<file path="config.mk">
export PLATFORM = sky130hd
export DESIGN_NAME = framed_decimal_packet_parser_top
export DESIGN_NICKNAME = d
export VERILOG_FILES = /design/src/sv/fdpp_pkg.sv /design/src/sv/fdpp_num.sv /design/src/sv/fdpp_core.sv /design/src/sv/framed_decimal_packet_parser_top.sv
export VERILOG_INCLUDE_DIRS = /design/src /design/src/sv
export SDC_FILE = /design/constraint.sdc
export NUM_CORES = 1
export LEC_CHECK = 0
export ABC_AREA = 0
export BUFFER_PORTS_ARGS = -buffer_cell sky130_fd_sc_hd__buf_2
export CAP_MARGIN = 15
export CORE_UTILIZATION = 55
export DETAILED_ROUTE_END_ITERATION = 7
export PLACE_DENSITY_LB_ADDON = 0.25
export SETUP_SLACK_MARGIN = 0.02
export SYNTH_ARGS = -nofsm -noshare
export SYNTH_HDL_FRONTEND = slang
export SYNTH_SLANG_ARGS = --single-unit
</file>
<file path="constraint.sdc">
create_clock -name clock -period 3.14 [get_ports clock]
set_input_delay 0.471 -clock clock [delete_from_list [all_inputs] [get_ports clock]]
set_output_delay 0.471 -clock clock [all_outputs]
set_load 0.01 [all_outputs]
</file>
<file path="src/sv/framed_decimal_packet_parser_top_assert.svh">
// Assertion macros for the framed decimal packet parser.
// Used by the RTL files that carry concurrent checks; no other dependencies.
`ifndef FRAMED_DECIMAL_PACKET_PARSER_TOP_ASSERT_SVH
`define FRAMED_DECIMAL_PACKET_PARSER_TOP_ASSERT_SVH

`ifndef NO_ASSERTIONS
// check prop on every edge outside reset
`define FDPP_ASSERT(name, clk, rst, prop, msg) \
   name: assert property (@(posedge clk) disable iff (rst) prop) else $error(msg);
// check prop on every edge, reset included
`define FDPP_ASSERT_ALWAYS(name, clk, prop, msg) \
   name: assert property (@(posedge clk) prop) else $error(msg);
`else
`define FDPP_ASSERT(name, clk, rst, prop, msg)
`define FDPP_ASSERT_ALWAYS(name, clk, prop, msg)
`endif

`endif

</file>
<file path="src/sv/fdpp_pkg.sv">
// Shared types and constants of the framed decimal packet parser.
// No dependencies; imported by every module of the block.
`timescale 1ns / 1ps
`default_nettype none

package fdpp_pkg;

   typedef enum logic [2:0] {
      PH_START  = 3'd0,
      PH_HEADER = 3'd1,
      PH_LENGTH = 3'd2,
      PH_DATA   = 3'd3,
      PH_CHECK  = 3'd4,
      PH_TERM   = 3'd5
   } phase_type;

   localparam logic [1:0] KIND_LENGTH = 2'd0;
   localparam logic [1:0] KIND_DATA   = 2'd1;
   localparam logic [1:0] KIND_CHECK  = 2'd2;
   localparam logic [1:0] KIND_END    = 2'd3;

   localparam logic [2:0] CSR_START_CODE  = 3'd0;
   localparam logic [2:0] CSR_HEADER_CODE = 3'd1;
   localparam logic [2:0] CSR_END_CODE    = 3'd2;
   localparam logic [2:0] CSR_CLOSE_DELIM = 3'd3;
   localparam logic [2:0] CSR_BYTE_LIMIT  = 3'd4;

   localparam logic [7:0] START_CODE_RST  = 8'h2A;
   localparam logic [7:0] HEADER_CODE_RST = 8'h2B;
   localparam logic [7:0] END_CODE_RST    = 8'h5E;
   localparam logic [7:0] CLOSE_DELIM_RST = 8'h3E;
   localparam logic [2:0] BYTE_LIMIT_RST  = 3'd6;

   localparam logic [7:0]  SKIP_BYTE  = 8'hFF;
   localparam logic [7:0]  MINUS_BYTE = 8'h2D;
   localparam logic [7:0]  DIGIT_LO   = 8'h30;
   localparam logic [7:0]  DIGIT_HI   = 8'h39;
   localparam logic [16:0] ACCUM_MAX  = 17'd99999;

   typedef struct packed {
      logic [7:0] start_code;
      logic [7:0] header_code;
      logic [7:0] end_code;
      logic [7:0] close_delim;
      logic [2:0] number_byte_limit;
   } cfg_type;

   typedef struct packed {
      logic               done;
      logic signed [17:0] value;
      logic [16:0]        accum;
      logic               neg;
      logic [2:0]         count;
   } num_type;

endpackage

`default_nettype wire

</file>
<file path="src/sv/fdpp_num.sv">
// Decimal number reader: next accumulator state and finished value for one byte.
// Depends on fdpp_pkg.
`timescale 1ns / 1ps
`default_nettype none

module fdpp_num (
   input  wire logic [7:0]       rx_byte,
   input  wire logic [16:0]      accum,
   input  wire logic             neg,
   input  wire logic [2:0]       count,
   input  wire logic [7:0]       close_delim,
   input  wire logic [2:0]       number_byte_limit,
   output fdpp_pkg::num_type     num
);
   import fdpp_pkg::*;

   logic [2:0]         count_inc;
   logic [19:0]        scaled;
   logic [16:0]        accum_sat;
   logic signed [17:0] magnitude;
   logic               is_digit;

   assign count_inc = count + 3'd1;
   assign is_digit  = (rx_byte >= DIGIT_LO) && (rx_byte <= DIGIT_HI);
   assign scaled    = ({3'b0, accum} << 3) + ({3'b0, accum} << 1)
                    + {16'b0, rx_byte[3:0]};
   assign accum_sat = (scaled > {3'b0, ACCUM_MAX}) ? ACCUM_MAX : scaled[16:0];
   assign magnitude = $signed({1'b0, accum});

   always_comb begin
      num.done  = 1'b0;
      num.value = '0;
      num.accum = accum;
      num.neg   = neg;
      num.count = count;
      if (rx_byte == SKIP_BYTE) begin
         num.count = count;
      end else if (rx_byte == close_delim) begin
         num.done  = 1'b1;
         num.value = neg ? -magnitude : magnitude;
         num.accum = '0;
         num.neg   = 1'b0;
         num.count = '0;
      end else begin
         num.count = count_inc;
         if (is_digit) begin
            num.accum = accum_sat;
         end else if (rx_byte == MINUS_BYTE) begin
            num.neg = 1'b1;
         end
         if (count_inc >= number_byte_limit) begin
            num.done  = 1'b1;
            num.value = -18'sd1;
            num.accum = '0;
            num.neg   = 1'b0;
            num.count = '0;
         end
      end
   end

endmodule

`default_nettype wire

</file>
<file path="src/sv/fdpp_core.sv">
// Frame sequencer and result register of the framed decimal packet parser.
// Depends on fdpp_pkg, fdpp_num and the assertion macro header.
`timescale 1ns / 1ps
`default_nettype none

`include "framed_decimal_packet_parser_top_assert.svh"

module fdpp_core (
   input  wire logic                clock,
   input  wire logic                reset,
   input  wire fdpp_pkg::cfg_type   cfg,
   input  wire logic                item_valid,
   input  wire logic [7:0]          item_byte,
   output logic                     item_take,
   output logic                     rsp_valid,
   input  wire logic                rsp_stall,
   output logic [1:0]               rsp_kind,
   output logic [8:0]               rsp_entry_index,
   output logic signed [17:0]       rsp_entry_value,
   output logic                     rsp_frame_good
);
   import fdpp_pkg::*;

   phase_type          phase_ff, phase_in;
   logic [16:0]        accum_ff, accum_in;
   logic               neg_ff, neg_in;
   logic [2:0]         count_ff, count_in;
   logic [7:0]         len_ff, len_in;
   logic [8:0]         idx_ff, idx_in;

   logic               rsp_valid_ff, rsp_valid_in;
   logic [1:0]         kind_ff;
   logic [8:0]         index_ff;
   logic signed [17:0] value_ff;
   logic               good_ff;

   logic               emit;
   logic [1:0]         emit_kind;
   logic [8:0]         emit_index;
   logic signed [17:0] emit_value;
   logic               emit_good;

   num_type            num;

   fdpp_num u_num (
      .rx_byte           (item_byte),
      .accum             (accum_ff),
      .neg               (neg_ff),
      .count             (count_ff),
      .close_delim       (cfg.close_delim),
      .number_byte_limit (cfg.number_byte_limit),
      .num               (num)
   );

   assign item_take = item_valid && (!rsp_valid_ff || !rsp_stall);

   // next state
   always_comb begin
      phase_in = phase_ff;
      accum_in = accum_ff;
      neg_in   = neg_ff;
      count_in = count_ff;
      len_in   = len_ff;
      idx_in   = idx_ff;
      case (phase_ff)
         PH_START: begin
            if (item_byte != cfg.start_code) begin
               accum_in = '0;
               neg_in   = 1'b0;
               count_in = '0;
            end else begin
               phase_in = PH_HEADER;
            end
         end
         PH_HEADER: begin
            accum_in = '0;
            neg_in   = 1'b0;
            count_in = '0;
            phase_in = (item_byte != cfg.header_code) ? PH_START : PH_LENGTH;
         end
         PH_LENGTH: begin
            accum_in = num.accum;
            neg_in   = num.neg;
            count_in = num.count;
            if (num.done) begin
               len_in   = num.value[7:0];
               idx_in   = 9'd1;
               phase_in = (num.value[7:0] == 8'd0) ? PH_CHECK : PH_DATA;
            end
         end
         PH_DATA: begin
            accum_in = num.accum;
            neg_in   = num.neg;
            count_in = num.count;
            if (num.done) begin
               idx_in = idx_ff + 9'd1;
               if (idx_ff >= {1'b0, len_ff}) begin
                  phase_in = PH_CHECK;
               end
            end
         end
         PH_CHECK: begin
            accum_in = num.accum;
            neg_in   = num.neg;
            count_in = num.count;
            if (num.done) begin
               idx_in   = idx_ff + 9'd1;
               phase_in = PH_TERM;
            end
         end
         PH_TERM: begin
            accum_in = '0;
            neg_in   = 1'b0;
            count_in = '0;
            phase_in = PH_START;
         end
         default: begin
            phase_in = PH_START;
         end
      endcase
   end

   // result selection
   always_comb begin
      emit       = 1'b0;
      emit_kind  = KIND_END;
      emit_index = '0;
      emit_value = '0;
      emit_good  = 1'b0;
      case (phase_ff)
         PH_START: begin
            emit = (item_byte != cfg.start_code);
         end
         PH_HEADER: begin
            emit = (item_byte != cfg.header_code);
         end
         PH_LENGTH: begin
            emit       = num.done;
            emit_kind  = KIND_LENGTH;
            emit_value = $signed({10'b0, num.value[7:0]});
         end
         PH_DATA: begin
            emit       = num.done;
            emit_kind  = KIND_DATA;
            emit_index = idx_ff;
            emit_value = num.value;
         end
         PH_CHECK: begin
            emit       = num.done;
            emit_kind  = KIND_CHECK;
            emit_index = idx_ff;
            emit_value = num.value;
         end
         PH_TERM: begin
            emit      = 1'b1;
            emit_good = (item_byte == cfg.end_code);
         end
         default: begin
            emit = 1'b0;
         end
      endcase
   end

   always_comb begin
      rsp_valid_in = rsp_valid_ff;
      if (item_take) begin
         rsp_valid_in = emit;
      end else if (!rsp_stall) begin
         rsp_valid_in = 1'b0;
      end
   end

   always_ff @(posedge clock) begin
      if (reset) begin
         phase_ff     <= PH_START;
         accum_ff     <= '0;
         neg_ff       <= 1'b0;
         count_ff     <= '0;
         len_ff       <= '0;
         idx_ff       <= '0;
         rsp_valid_ff <= 1'b0;
      end else begin
         rsp_valid_ff <= rsp_valid_in;
         if (item_take) begin
            phase_ff <= phase_in;
            accum_ff <= accum_in;
            neg_ff   <= neg_in;
            count_ff <= count_in;
            len_ff   <= len_in;
            idx_ff   <= idx_in;
         end
      end
   end

   always_ff @(posedge clock) begin
      if (item_take && emit) begin
         kind_ff  <= emit_kind;
         index_ff <= emit_index;
         value_ff <= emit_value;
         good_ff  <= emit_good;
      end
   end

   assign rsp_valid       = rsp_valid_ff;
   assign rsp_kind        = kind_ff;
   assign rsp_entry_index = index_ff;
   assign rsp_entry_value = value_ff;
   assign rsp_frame_good  = good_ff;

   `FDPP_ASSERT(a_drain_clears, clock, reset,
      (rsp_valid_ff && !rsp_stall && !item_take) |=> !rsp_valid_ff,
      "result register kept a transferred result")
   `FDPP_ASSERT(a_stall_holds_slot, clock, reset,
      (rsp_valid_ff && rsp_stall) |-> !item_take,
      "byte consumed while result register is blocked")
   `FDPP_ASSERT(a_header_exit, clock, reset,
      (item_take && phase_ff == PH_HEADER) |=>
         (phase_ff == PH_LENGTH || phase_ff == PH_START),
      "header byte led to an unexpected phase")
   `FDPP_ASSERT(a_end_payload, clock, reset,
      (rsp_valid_ff && rsp_kind == KIND_END) |->
         (rsp_entry_index == 9'd0 && rsp_entry_value == 18'sd0),
      "frame-end result carries a nonzero index or value")

endmodule

`default_nettype wire

</file>
<file path="src/sv/framed_decimal_packet_parser_top.sv">
// Framed decimal packet parser, top level: byte input register and CSRs.
// Depends on fdpp_pkg and fdpp_core.
// Usage:
//   req_*  : one received byte per transfer (valid/stall); 0xFF is skipped
//            inside numbers.
//   rsp_*  : at most one result per byte: length, data value, check number
//            or frame end with good/bad (valid/stall).
//   csr_*  : register writes (valid/ready, always ready); index 0 start code,
//            1 header code, 2 end code, 3 close delimiter, 4 byte limit.
//            Write only while the block is idle.
// Path: a transferred byte is held in the input register, and its result
//   is then held in the result register.
// Throughput: one byte per cycle unless rsp_stall holds a pending result;
//   the parse logic between the input and result registers is single-pass.
// Stall: while rsp_stall holds a pending result, the input register keeps
//   its byte and req_stall rises once it is full; no result is lost.
// Reset: synchronous; registers return to their default codes and the
//   parser waits for a start byte with both registers empty.
`timescale 1ns / 1ps
`default_nettype none

module framed_decimal_packet_parser_top (
   input  wire logic              clock,
   input  wire logic              reset,
   input  wire logic              req_valid,
   output logic                   req_stall,
   input  wire logic [7:0]        req_rx_byte,
   output logic                   rsp_valid,
   input  wire logic              rsp_stall,
   output logic [1:0]             rsp_kind,
   output logic [8:0]             rsp_entry_index,
   output logic signed [17:0]     rsp_entry_value,
   output logic                   rsp_frame_good,
   input  wire logic              csr_valid,
   output logic                   csr_ready,
   input  wire logic [2:0]        csr_index,
   input  wire logic [7:0]        csr_data
);
   import fdpp_pkg::*;

   cfg_type    cfg_ff;
   logic       in_valid_ff, in_valid_in;
   logic [7:0] in_byte_ff;
   logic       item_take;
   logic       req_xfer;

   assign csr_ready = 1'b1;

   always_ff @(posedge clock) begin
      if (reset) begin
         cfg_ff.start_code        <= START_CODE_RST;
         cfg_ff.header_code       <= HEADER_CODE_RST;
         cfg_ff.end_code          <= END_CODE_RST;
         cfg_ff.close_delim       <= CLOSE_DELIM_RST;
         cfg_ff.number_byte_limit <= BYTE_LIMIT_RST;
      end else if (csr_valid && csr_ready) begin
         case (csr_index)
            CSR_START_CODE:  cfg_ff.start_code        <= csr_data;
            CSR_HEADER_CODE: cfg_ff.header_code       <= csr_data;
            CSR_END_CODE:    cfg_ff.end_code          <= csr_data;
            CSR_CLOSE_DELIM: cfg_ff.close_delim       <= csr_data;
            CSR_BYTE_LIMIT:  cfg_ff.number_byte_limit <= csr_data[2:0];
            default: begin
            end
         endcase
      end
   end

   assign req_stall = in_valid_ff && !item_take;
   assign req_xfer  = req_valid && !req_stall;

   always_comb begin
      in_valid_in = in_valid_ff;
      if (req_xfer) begin
         in_valid_in = 1'b1;
      end else if (item_take) begin
         in_valid_in = 1'b0;
      end
   end

   always_ff @(posedge clock) begin
      if (reset) begin
         in_valid_ff <= 1'b0;
      end else begin
         in_valid_ff <= in_valid_in;
      end
   end

   always_ff @(posedge clock) begin
      if (req_xfer) begin
         in_byte_ff <= req_rx_byte;
      end
   end

   fdpp_core u_core (
      .clock           (clock),
      .reset           (reset),
      .cfg             (cfg_ff),
      .item_valid      (in_valid_ff),
      .item_byte       (in_byte_ff),
      .item_take       (item_take),
      .rsp_valid       (rsp_valid),
      .rsp_stall       (rsp_stall),
      .rsp_kind        (rsp_kind),
      .rsp_entry_index (rsp_entry_index),
      .rsp_entry_value (rsp_entry_value),
      .rsp_frame_good  (rsp_frame_good)
   );

endmodule

`default_nettype wire
</file>
After elaboration in Yosys (flattened, before gate mapping) --
Index checks and enable logic that the tools add are counted. W data, S select, Z words.
Operators by class: add/sub/neg operators 5, magnitude comparators 5, equality and inequality tests 27, muxes and demuxes 33, reductions and logical operators 30
Operators with widths (count):
- $mux W40 | 2
- $mux W17 | 3
- $pmux W17 S3 | 1
- $mux W37 | 1
- $pmux W18 S2 | 1
- $mux W3 | 8
- $add A20 B18 Y20 | 1
- $add A20 B4 Y20 | 1
- $gt A20 B17 Y1 const B | 1
- $mux W18 | 1
- $mux W9 | 2
- $neg A17 Y18 | 1
- $pmux W9 S2 | 1
- $eq A8 B8 Y1 | 2
- $ne A8 B8 Y1 | 2
- $pmux W3 S5 | 1
- $ne A2 B1 Y1 const B | 7
- $eq A3 B2 Y1 const B | 4
- $reduce_and A6 Y1 | 2
- $reduce_and A2 Y1 | 5
- $add A9 B1 Y9 const B | 1
- $eq A3 B3 Y1 const B | 3
- $ge A9 B8 Y1 | 1
- $pmux W3 S3 | 1
- other kinds (27) | 47
Word-level totals: bits in registers 116, input bits 24, output and inout bits 33, word-level logic and storage cells 118

Longest topological paths before layout --
Gate-level depths: netlist of run 1.
word-level depth 12, depth in mapped cells 12, gate-level depth less buffers 11

Modules after synthesis --
A second synthesis of run 1 with hierarchy kept.
Unflattened totals: cells, all modules 785, area total of the unflattened synthesis 7274.5 µm²
By module, submodules not included:
- fdpp_core | times used 1, cells each 334, area an instance 3409.5 µm², seq. area each 1741.7 µm²
- fdpp_num | times used 1, cells each 304, area an instance 2173.3 µm², seq. area each 0.0 µm²
- framed_decimal_packet_parser_top | times used 1, cells each 147, area an instance 1691.6 µm², seq. area each 960.9 µm²

Worst setup path after synthesis of run 1 --
No wires, ideal clock.
path kind flip-flop to flip-flop, from register in_byte_ff[3], to register u_core.accum_ff[10], library setup time 0.120 ns, arrival 3.169 ns, required time 3.020 ns, slack -0.148 ns, cell stages (with the launch flop) 12, buffers on the path 1, clock period less this slack 3.288 ns, cell sequence edfxtp_1 fa_1 fa_1 a21o_1 nand4_1 nand2_1 a221oi_1 xnor2_1 a2111oi_2 nor2_1 buf_2 o31a_1
On the way: cells in the longest elaborated chain, start to end 8, elaborated cells on any way between the ends 18, classes of those cells add/sub (1); order compare (3); eq/ne (6); mux (6); reduce/logical (2)
RTL lines:
- start, declared | line framed_decimal_packet_parser_top.sv:43 | logic [7:0] in_byte_ff;
- start signal, assigned | line framed_decimal_packet_parser_top.sv:91 | in_byte_ff <= req_rx_byte;
- $add A20 B4 Y20 | line fdpp_num.sv:26 | + {16'b0, rx_byte[3:0]};
- $gt A20 B17 Y1 | line fdpp_num.sv:27 | assign accum_sat = (scaled > {3'b0, ACCUM_MAX}) ? ACCUM_MAX : scaled[16:0];
- $mux W17 | line fdpp_num.sv:27
- $mux W17 | line fdpp_num.sv:46 | if (is_digit) begin
- $mux W40 | line fdpp_num.sv:51 | if (count_inc >= number_byte_limit) begin
- $mux W40 | line fdpp_num.sv:38 | end else if (rx_byte == close_delim) begin
- $mux W37 | line fdpp_num.sv:36 | if (rx_byte == SKIP_BYTE) begin
- $pmux W17 S3 | line fdpp_core.sv:65 | case (phase_ff)
- end signal, assigned | line fdpp_core.sv:186 | accum_ff <= accum_in;
- end, declared | line fdpp_core.sv:25 | logic [16:0] accum_ff, accum_in;
Several ways; a longest one is shown, not always the timed one. The select of a mux whose other input is x is not followed. A chain may end at the register's enable or synchronous reset.

Worst setup path in the final report of run 1 --
Same ends and word-level chain as after synthesis.

==> results of run 1 <==
==> per-stage QoR <==
step                      setup TNS (ps)  utilization  power [mW]  hold WS [ps]
after floorplan                        0            -       1.746         448.1
after global placement             -1314       0.6280       1.811         454.0
after detailed placement           -2189       0.6280       1.817         459.6
after CTS                         -784.8       0.6865       3.636         224.9
after global routing               -2528       0.6918       3.727         222.1
final                             -654.8       0.6918       3.625         235.1
==> placed cells by master (no fill, tap or decap), types with 6 or more instances in the layout <==
master | synthesis | layout
nand2b_1 | 14 | 14
ha_1 | 47 | 43
xor2_1 | 34 | 34
buf_4 | 2 | 73
a21o_1 | 12 | 12
clkbuf_16 | 0 | 19
mux2i_1 | 11 | 11
nand2_1 | 115 | 115
nand4_1 | 11 | 11
nor3_1 | 9 | 9
inv_1 | 21 | 21
edfxtp_1 | 38 | 38
nor2_1 | 53 | 52
dfxtp_1 | 78 | 77
buf_2 | 14 | 55
o31a_1 | 12 | 12
a311oi_1 | 7 | 6
and2_1 | 15 | 14
nand3_1 | 24 | 24
o21ai_0 | 27 | 24
xnor2_1 | 34 | 33
and3_1 | 17 | 16
o31ai_1 | 11 | 8
a21oi_1 | 63 | 61
==> worst max-delay path, cell delays in order (launching register included) <==
cell and delay (ps):
edfxtp_1 410, fa_1 560, fa_2 220, a21o_1 150
nand4_1 130, buf_4 170, a211o_4 350, nand2_1 120
xor2_1 140, a2111oi_4 350, nor2_2 110, buf_6 150
o31a_1 230
==> worst max path at each step <==
| stage | cells past startpoint | to | startpoint |
|---|---|---|---|
| after floorplan | 10 | u_core.accum_ff[0]$_SDFFE_PP0P_ | in_byte_ff[3]$_DFFE_PP_ |
| after global placement | 12 | u_core.accum_ff[11]$_SDFFE_PP0P_ | in_byte_ff[3]$_DFFE_PP_ |
| final | 12 | u_core.accum_ff[10]$_SDFFE_PP0P_ | in_byte_ff[3]$_DFFE_PP_ |
| after global routing | 12 | u_core.accum_ff[10]$_SDFFE_PP0P_ | in_byte_ff[3]$_DFFE_PP_ |
| after detailed placement | 10 | u_core.accum_ff[1]$_SDFFE_PP0P_ | in_byte_ff[3]$_DFFE_PP_ |
| after CTS | 10 | u_core.accum_ff[0]$_SDFFE_PP0P_ | in_byte_ff[3]$_DFFE_PP_ |
==> power by group <==
part | internal, mW | total [mW] | switching, mW
logic | 0.0702 | 0.183 | 0.112
clock network | 1.14 | 1.84 | 0.693
registers | 1.58 | 1.61 | 0.0217
==> state kept, by name, summed over array words and instances, names as in the netlist, 2 cells and up <==
signal and cells:
cfg_ff 35, u_core.rsp_entry_value 18, u_core.accum_ff 17, u_core.idx_ff 9, u_core.rsp_entry_index 9, in_byte_ff 8
u_core.len_ff 8, u_core.count_ff 3, u_core.phase_ff 3, u_core.rsp_kind 2
==> timing repair <==
action	4_1_cts	5_1_grt
endpoints found under the setup margin	16	18
pin swaps	32	8
resized for setup	26	14
cloned	1	0
setup buffers	5	1
==> area by class of cell <==
cell class	count	area, µm²	share of cell area
repair buffers	130	845.8	0.09728
multi-input cells	612	4277	0.4919
clock inverters	10	67.56	0.007771
inverters	21	78.83	0.009066
well taps	172	215.2	0.02475
flip-flops and latches	116	2704	0.3110
clock buffers	22	506.7	0.05828
==> cell families after synthesis <==
logic type      after synthesis
mux                          13
buf+inv                      70
flops                       116
fa+ha+maj                    49
xor+xnor                     68
simple gates                292
other cells                   1
compound gates              189
==> per-layer routing <==
| layer | wire length, µm | track usage |
|---|---|---|
| met1 | 8205 | 0.3668 |
| met2 | 8073 | 0.4475 |
| met3 | 891 | 0.06115 |
| met5 | 0 | 0 |
| met4 | 301 | 0.1022 |
==> summary.txt, run 1 <==
status -> finished with violations
CTS root buf -> clkbuf_16
syn_area_per_cell -> 8.857 µm²
flops & latches, synth -> 116
vias -> 6214
post-route ant nets -> 0
Slew Limit Headroom -> 0.5752
Clock Latency Late Sink -> 410 ps
Placed Area -> 0.007893 mm²
leading cell types by total area after synthesis -> dfxtp_1 22%, edfxtp_1 16%, ha_1 8.3%, nand2_1 6.1%, a21oi_1 4.5%
crit path kind -> flop to flop
Yosys top cell by area -> dfxtp_1
post-synth top area share -> 0.2209
Die Width -> 115.4 µm
reg2reg end -> u_core.accum_ff[10]$_SDFFE_PP0P_
Max Freq -> 0.3115 GHz
# IOs -> 57
Critical Path End Type -> flop
R2R Setup Slk -> -70 ps
vias in the first global route -> 6058
yosys warns -> 0
initial antenna violation count -> 0
Power Density -> 416.9 mW/mm²
Post-Synth Adder-Cell Area -> 0.08887
Post-CTS Hold Fix Bufs -> 0
most common cell in the netlist -> nand2_1
most used flip-flop cell after synthesis -> dfxtp_1
ANT cells -> 0
via/cell ratio -> 5.738
largest fanout on the critical path -> 7
CP required -> 3440 ps
largest net degree at the start of global routing -> 28
Initial Util -> 0.5624
count of final hold-check violations -> 0
worst path arrival time -> 3510 ps
DP Cell Count -> 1044
Area Growth Syn to Fin -> 23.01%
Max VDD drop -> 369.6 µV
Synth Cell Area -> 0.007068 mm²
row count -> 41
kind of start point of the critical path -> flop
maxcap violations -> 0
WL final -> 17.47 mm
Nets -> 971
DR iter-0 viols -> 449
Reg-to-Reg Start -> in_byte_ff[3]$_DFFE_PP_
CTS tree -> done
post-synthesis simple-gate area fraction -> 0.2025
fin crit share -> 1.022
Post-synth EDFFs -> 38
mux cell area share after synthesis -> 0.01876
Die Span Y -> 115.4 µm
Synth Area in XOR/XNOR -> 0.08426
min Tclk post-route -> 3211 ps
synthesized net count -> 871
DR DRC count -> 0
RSZ-0062 raised after global routing -> yes
Core Area -> 0.01257 mm²
clk buf depth -> 2
routed length per instance -> 16.13 µm
Synth cell types -> 71
H-tree levels -> 4
Compound-Gate Fraction of Synth Area -> 0.1820
CTS buffer count -> 17
share of layout cells above drive strength 1 -> 0.2261
post-DP HPWL -> 12.64 mm
LEAKAGE -> 3.688 nW
hold path start -> req_rx_byte[5]
Seq/Total Area, Yosys -> 0.3824
Async SR Flop Fraction -> 0
# fillers -> 995
Finished Layout Cells -> 1083
total gr overflow -> 0
1st-pass router iterations -> 5
violated checks -> setup timing
Synth top cells by count -> 115 x nand2_1, 78 x dfxtp_1, 63 x a21oi_1
final instance area -> 0.008695 mm²
FF-to-FF path depth -> 12
HP Class -> primary input to flop
first-pass GRT wire length -> 28.99 mm
pre-CTS setup slack -> -169.1 ps
RD Place Congestion -> 0.8845
clock skew -> 4.798 ps
WHS Path Cells -> 1
hold path endpoint -> in_byte_ff[5]$_DFFE_PP_
clk sink count -> 116
Buffers on Ports -> 55
die area -> 0.01331 mm²
main combinational cell family by area after synthesis -> simple AND/OR/NAND/NOR gates
Pins Over Slew Limit -> 0
gr usage total -> 0.2784
final worst-path setup slack -> -70.59 ps
Clk pin slew, worst setup/hold paths -> 50 ps
actual slew at the worst max-slew pin -> 621.2 ps
final setup fails -> 14
Syn Inst Count -> 798
No activity file was read; power rests on OpenSTA's default activity.
==> run 2, diff against run 1 <==
--- a/config.mk
+++ b/config.mk
@@ -9,7 +9,7 @@
 export ABC_AREA = 0
 export BUFFER_PORTS_ARGS = -buffer_cell sky130_fd_sc_hd__buf_2
 export CAP_MARGIN = 15
-export CORE_UTILIZATION = 55
+export CORE_UTILIZATION = 30
 export DETAILED_ROUTE_END_ITERATION = 7
 export PLACE_DENSITY_LB_ADDON = 0.25
 export SETUP_SLACK_MARGIN = 0.02
==> summary.txt, run 2 (synthesis gave the netlist of run 1 again) <==
worst path cell trace -> fa_1, ha_1, a21o_1, a32oi_2, buf_4, nand2_1, nand4_1, a32oi_2, a2111oi_4, nor2_2, buf_6, o31a_1 (was fa_1, fa_2, a21o_1, nand4_1, buf_4, a211o_4, nand2_1, xor2_1, a2111oi_4, nor2_2, buf_6, o31a_1)
Slew Limit Headroom -> 0.5325 (was 0.5752)
DR iter-0 viols -> 276 (was 449)
1st-pass router iterations -> 5 (unchanged)
pre-CTS setup slack -> -150.7 ps (was -169.1 ps)
Critical path destination -> u_core.accum_ff[7]$_SDFFE_PP0P_ (was u_core.accum_ff[10]$_SDFFE_PP0P_)
first-pass GRT wire length -> 30.08 mm (was 28.99 mm)
# fillers -> 2278 (was 995)
Max VDD drop -> 373.7 µV (was 369.6 µV)
# IOs -> 57 (unchanged)
peak per-stage delay on the critical path -> 500 ps (was 560 ps)
RD Place Congestion -> 0.8527 (was 0.8845)
clock skew -> 10.69 ps (was 4.798 ps)
FF-to-FF path depth -> 12 (unchanged)
CTS tree -> done (unchanged)
H-tree levels -> 4 (unchanged)
setup TNS -> -641.3 ps (was -654.8 ps)
fin crit share -> 1.028 (was 1.022)
Core Area -> 0.02285 mm² (was 0.01257 mm²)
hold path start -> req_rx_byte[0] (was req_rx_byte[5])
share of layout cells above drive strength 1 -> 0.2220 (was 0.2261)
Critical Path Slowest Stage Cell -> fa_1 (unchanged)
routed length per instance -> 14.79 µm (was 16.13 µm)
Nets -> 979 (was 971)
CP top delay family -> compound AO/OA/AOI/OAI gates (unchanged)
Die Span Y -> 155.5 µm (was 115.4 µm)
DP Cell Count -> 1195 (was 1044)
Total Power -> 3.692 mW (was 3.625 mW)
CTS root buf -> clkbuf_16 (unchanged)
Initial Util -> 0.3094 (was 0.5624)
LEAKAGE -> 3.744 nW (was 3.688 nW)
R2R Setup Slk -> -90 ps (was -70 ps)
largest net degree at the start of global routing -> 32 (was 28)
CP required -> 3450 ps (was 3440 ps)
min Tclk post-route -> 3228 ps (was 3211 ps)
Worst Path Buf+Inv -> 2 (unchanged)
Buffers on Ports -> 55 (unchanged)
WL final -> 18.22 mm (was 17.47 mm)
status -> finished with violations (unchanged)
most common cell after layout, fill and taps aside -> nand2_1 (unchanged)
Most Frequent Cell on Critical Path -> a32oi_2
via/cell ratio -> 4.890 (was 5.738)
maxcap violations -> 0 (unchanged)
Reg-to-Reg Start -> in_byte_ff[3]$_DFFE_PP_ (unchanged)
Largest register FFs -> 35 (unchanged)
vias -> 6024 (was 6214)
kind of start point of the critical path -> flop (unchanged)
RSZ-0062 raised after global routing -> yes (unchanged)
die area -> 0.02418 mm² (was 0.01331 mm²)
gr usage total -> 0.1573 (was 0.2784)
CTS buffer count -> 17 (unchanged)
total gr overflow -> 0 (unchanged)
post-route ant nets -> 0 (unchanged)
multi-input logic area -> 0.004228 mm² (was 0.004277 mm²)
Power Density -> 414.2 mW/mm² (was 416.9 mW/mm²)
Clk pin slew, worst setup/hold paths -> 60 ps (was 50 ps)
DR DRC count -> 0 (unchanged)
Max Freq -> 0.3098 GHz (was 0.3115 GHz)
final setup fails -> 13 (was 14)
clk sink count -> 116 (unchanged)
Crit. path cell count -> 12 (unchanged)
ANT cells -> 0 (unchanged)
reg2reg end -> u_core.accum_ff[7]$_SDFFE_PP0P_ (was u_core.accum_ff[10]$_SDFFE_PP0P_)
worst path arrival time -> 3530 ps (was 3510 ps)
row count -> 55 (was 41)
Area Growth Syn to Fin -> 26.11% (was 23.01%)
Critical Path End Type -> flop (unchanged)
largest fanout on the critical path -> 7 (unchanged)
Clock Latency Late Sink -> 420 ps (was 410 ps)
commonest non-fill, non-tap cells in the layout -> 114 x nand2_1, 78 x buf_4, 77 x dfxtp_1 (was 115 x nand2_1, 77 x dfxtp_1, 73 x buf_4)
count of final hold-check violations -> 0 (unchanged)
initial antenna violation count -> 0 (unchanged)
Top reg by flops -> cfg_ff (unchanged)
violated checks -> setup timing (unchanged)
Pins Over Slew Limit -> 0 (unchanged)
sequential cell area -> 0.002704 mm² (unchanged)
HP Class -> primary input to flop (unchanged)
Post-CTS Hold Fix Bufs -> 0 (unchanged)
Die Width -> 155.5 µm (was 115.4 µm)
crit path kind -> flop to flop (unchanged)
Worst Setup SP -> in_byte_ff[3]$_DFFE_PP_ (unchanged)
final worst-path setup slack -> -88.12 ps (was -70.59 ps)
vias in the first global route -> 5650 (was 6058)
Finished Layout Cells -> 1232 (was 1083)
post-DP HPWL -> 13.62 mm (was 12.64 mm)
actual slew at the worst max-slew pin -> 701.3 ps (was 621.2 ps)
clk buf depth -> 2 (unchanged)
[run 2: cell count changes in the layout (fill, tap and decap cells not counted), sizes merged]
cell / change
buf: +8
clkinvlp: +1
clkinv: -1
clkbuf: +1
inv: -1
[run 2: worst reg2reg max path: stages (launching register included)]
cell and delay [ps]:
edfxtp_1 420, fa_1 500, ha_1 330, a21o_1 220, a32oi_2 260, buf_4 170
nand2_1 70, nand4_1 110, a32oi_2 90, a2111oi_4 410, nor2_2 100, buf_6 150
o31a_1 290
[run 2: layout make-up]
class / instances / share of cell area
Clock buffer: 23 / 0.05853
Timing Repair Buffer: 138 / 0.1039
Clock inverter: 9 / 0.007159
Tap cell: 313 / 0.04394
Sequential cell: 116 / 0.3033
Inverter: 21 / 0.008843
Multi-Input combinational cell: 612 / 0.4743
[run 2: stage by stage]
step           utilization  hold slack, ps  cell area [µm²]
2_1_floorplan            -           448.1             7102
5_1_grt             0.3901           220.1             8914
3_5_place_dp        0.3570           461.7             8157
6_report            0.3901           230.6             8914
3_3_place_gp        0.3570           456.5             8157
4_1_cts             0.3869           217.5             8838
[run 2: worst min path at each step]
stage | depth (start not counted) | endpoint | slack [ps]
floorplan | 2 | cfg_ff[10]$_SDFFE_PP0P_ | 450
global placement | 2 | cfg_ff[3]$_SDFFE_PP0P_ | 460
detailed placement | 2 | cfg_ff[10]$_SDFFE_PP0P_ | 460
CTS | 1 | in_byte_ff[0]$_DFFE_PP_ | 220
global route | 1 | in_byte_ff[7]$_DFFE_PP_ | 220
finish | 1 | in_byte_ff[0]$_DFFE_PP_ | 230
[run 2: repair_timing]
item | in CTS | in global routing
gates resized for setup | 18 | 13
pin swaps | 28 | 14
cloned | 1 | 0
setup endpoints to repair | 16 | 57
buffers inserted | 1 | 3
[run 2: layer usage]
metal / GRT usage / share of wire / vias up
li1: - / - / 3087
met1: 0.2193 / 0.50 / 2812
met2: 0.2447 / 0.45 / 107
met3: 0.03175 / 0.042 / 18
met4: 0.04482 / 0.011 / 0
met5: 0 / 0 / -
[run 2: power breakdown]
group | internal (mW) | leakage, nW | switching (mW)
combinational | 0.0775 | 2.48 | 0.117
sequential | 1.58 | 0.982 | 0.0200
clock | 1.17 | 0.278 | 0.721
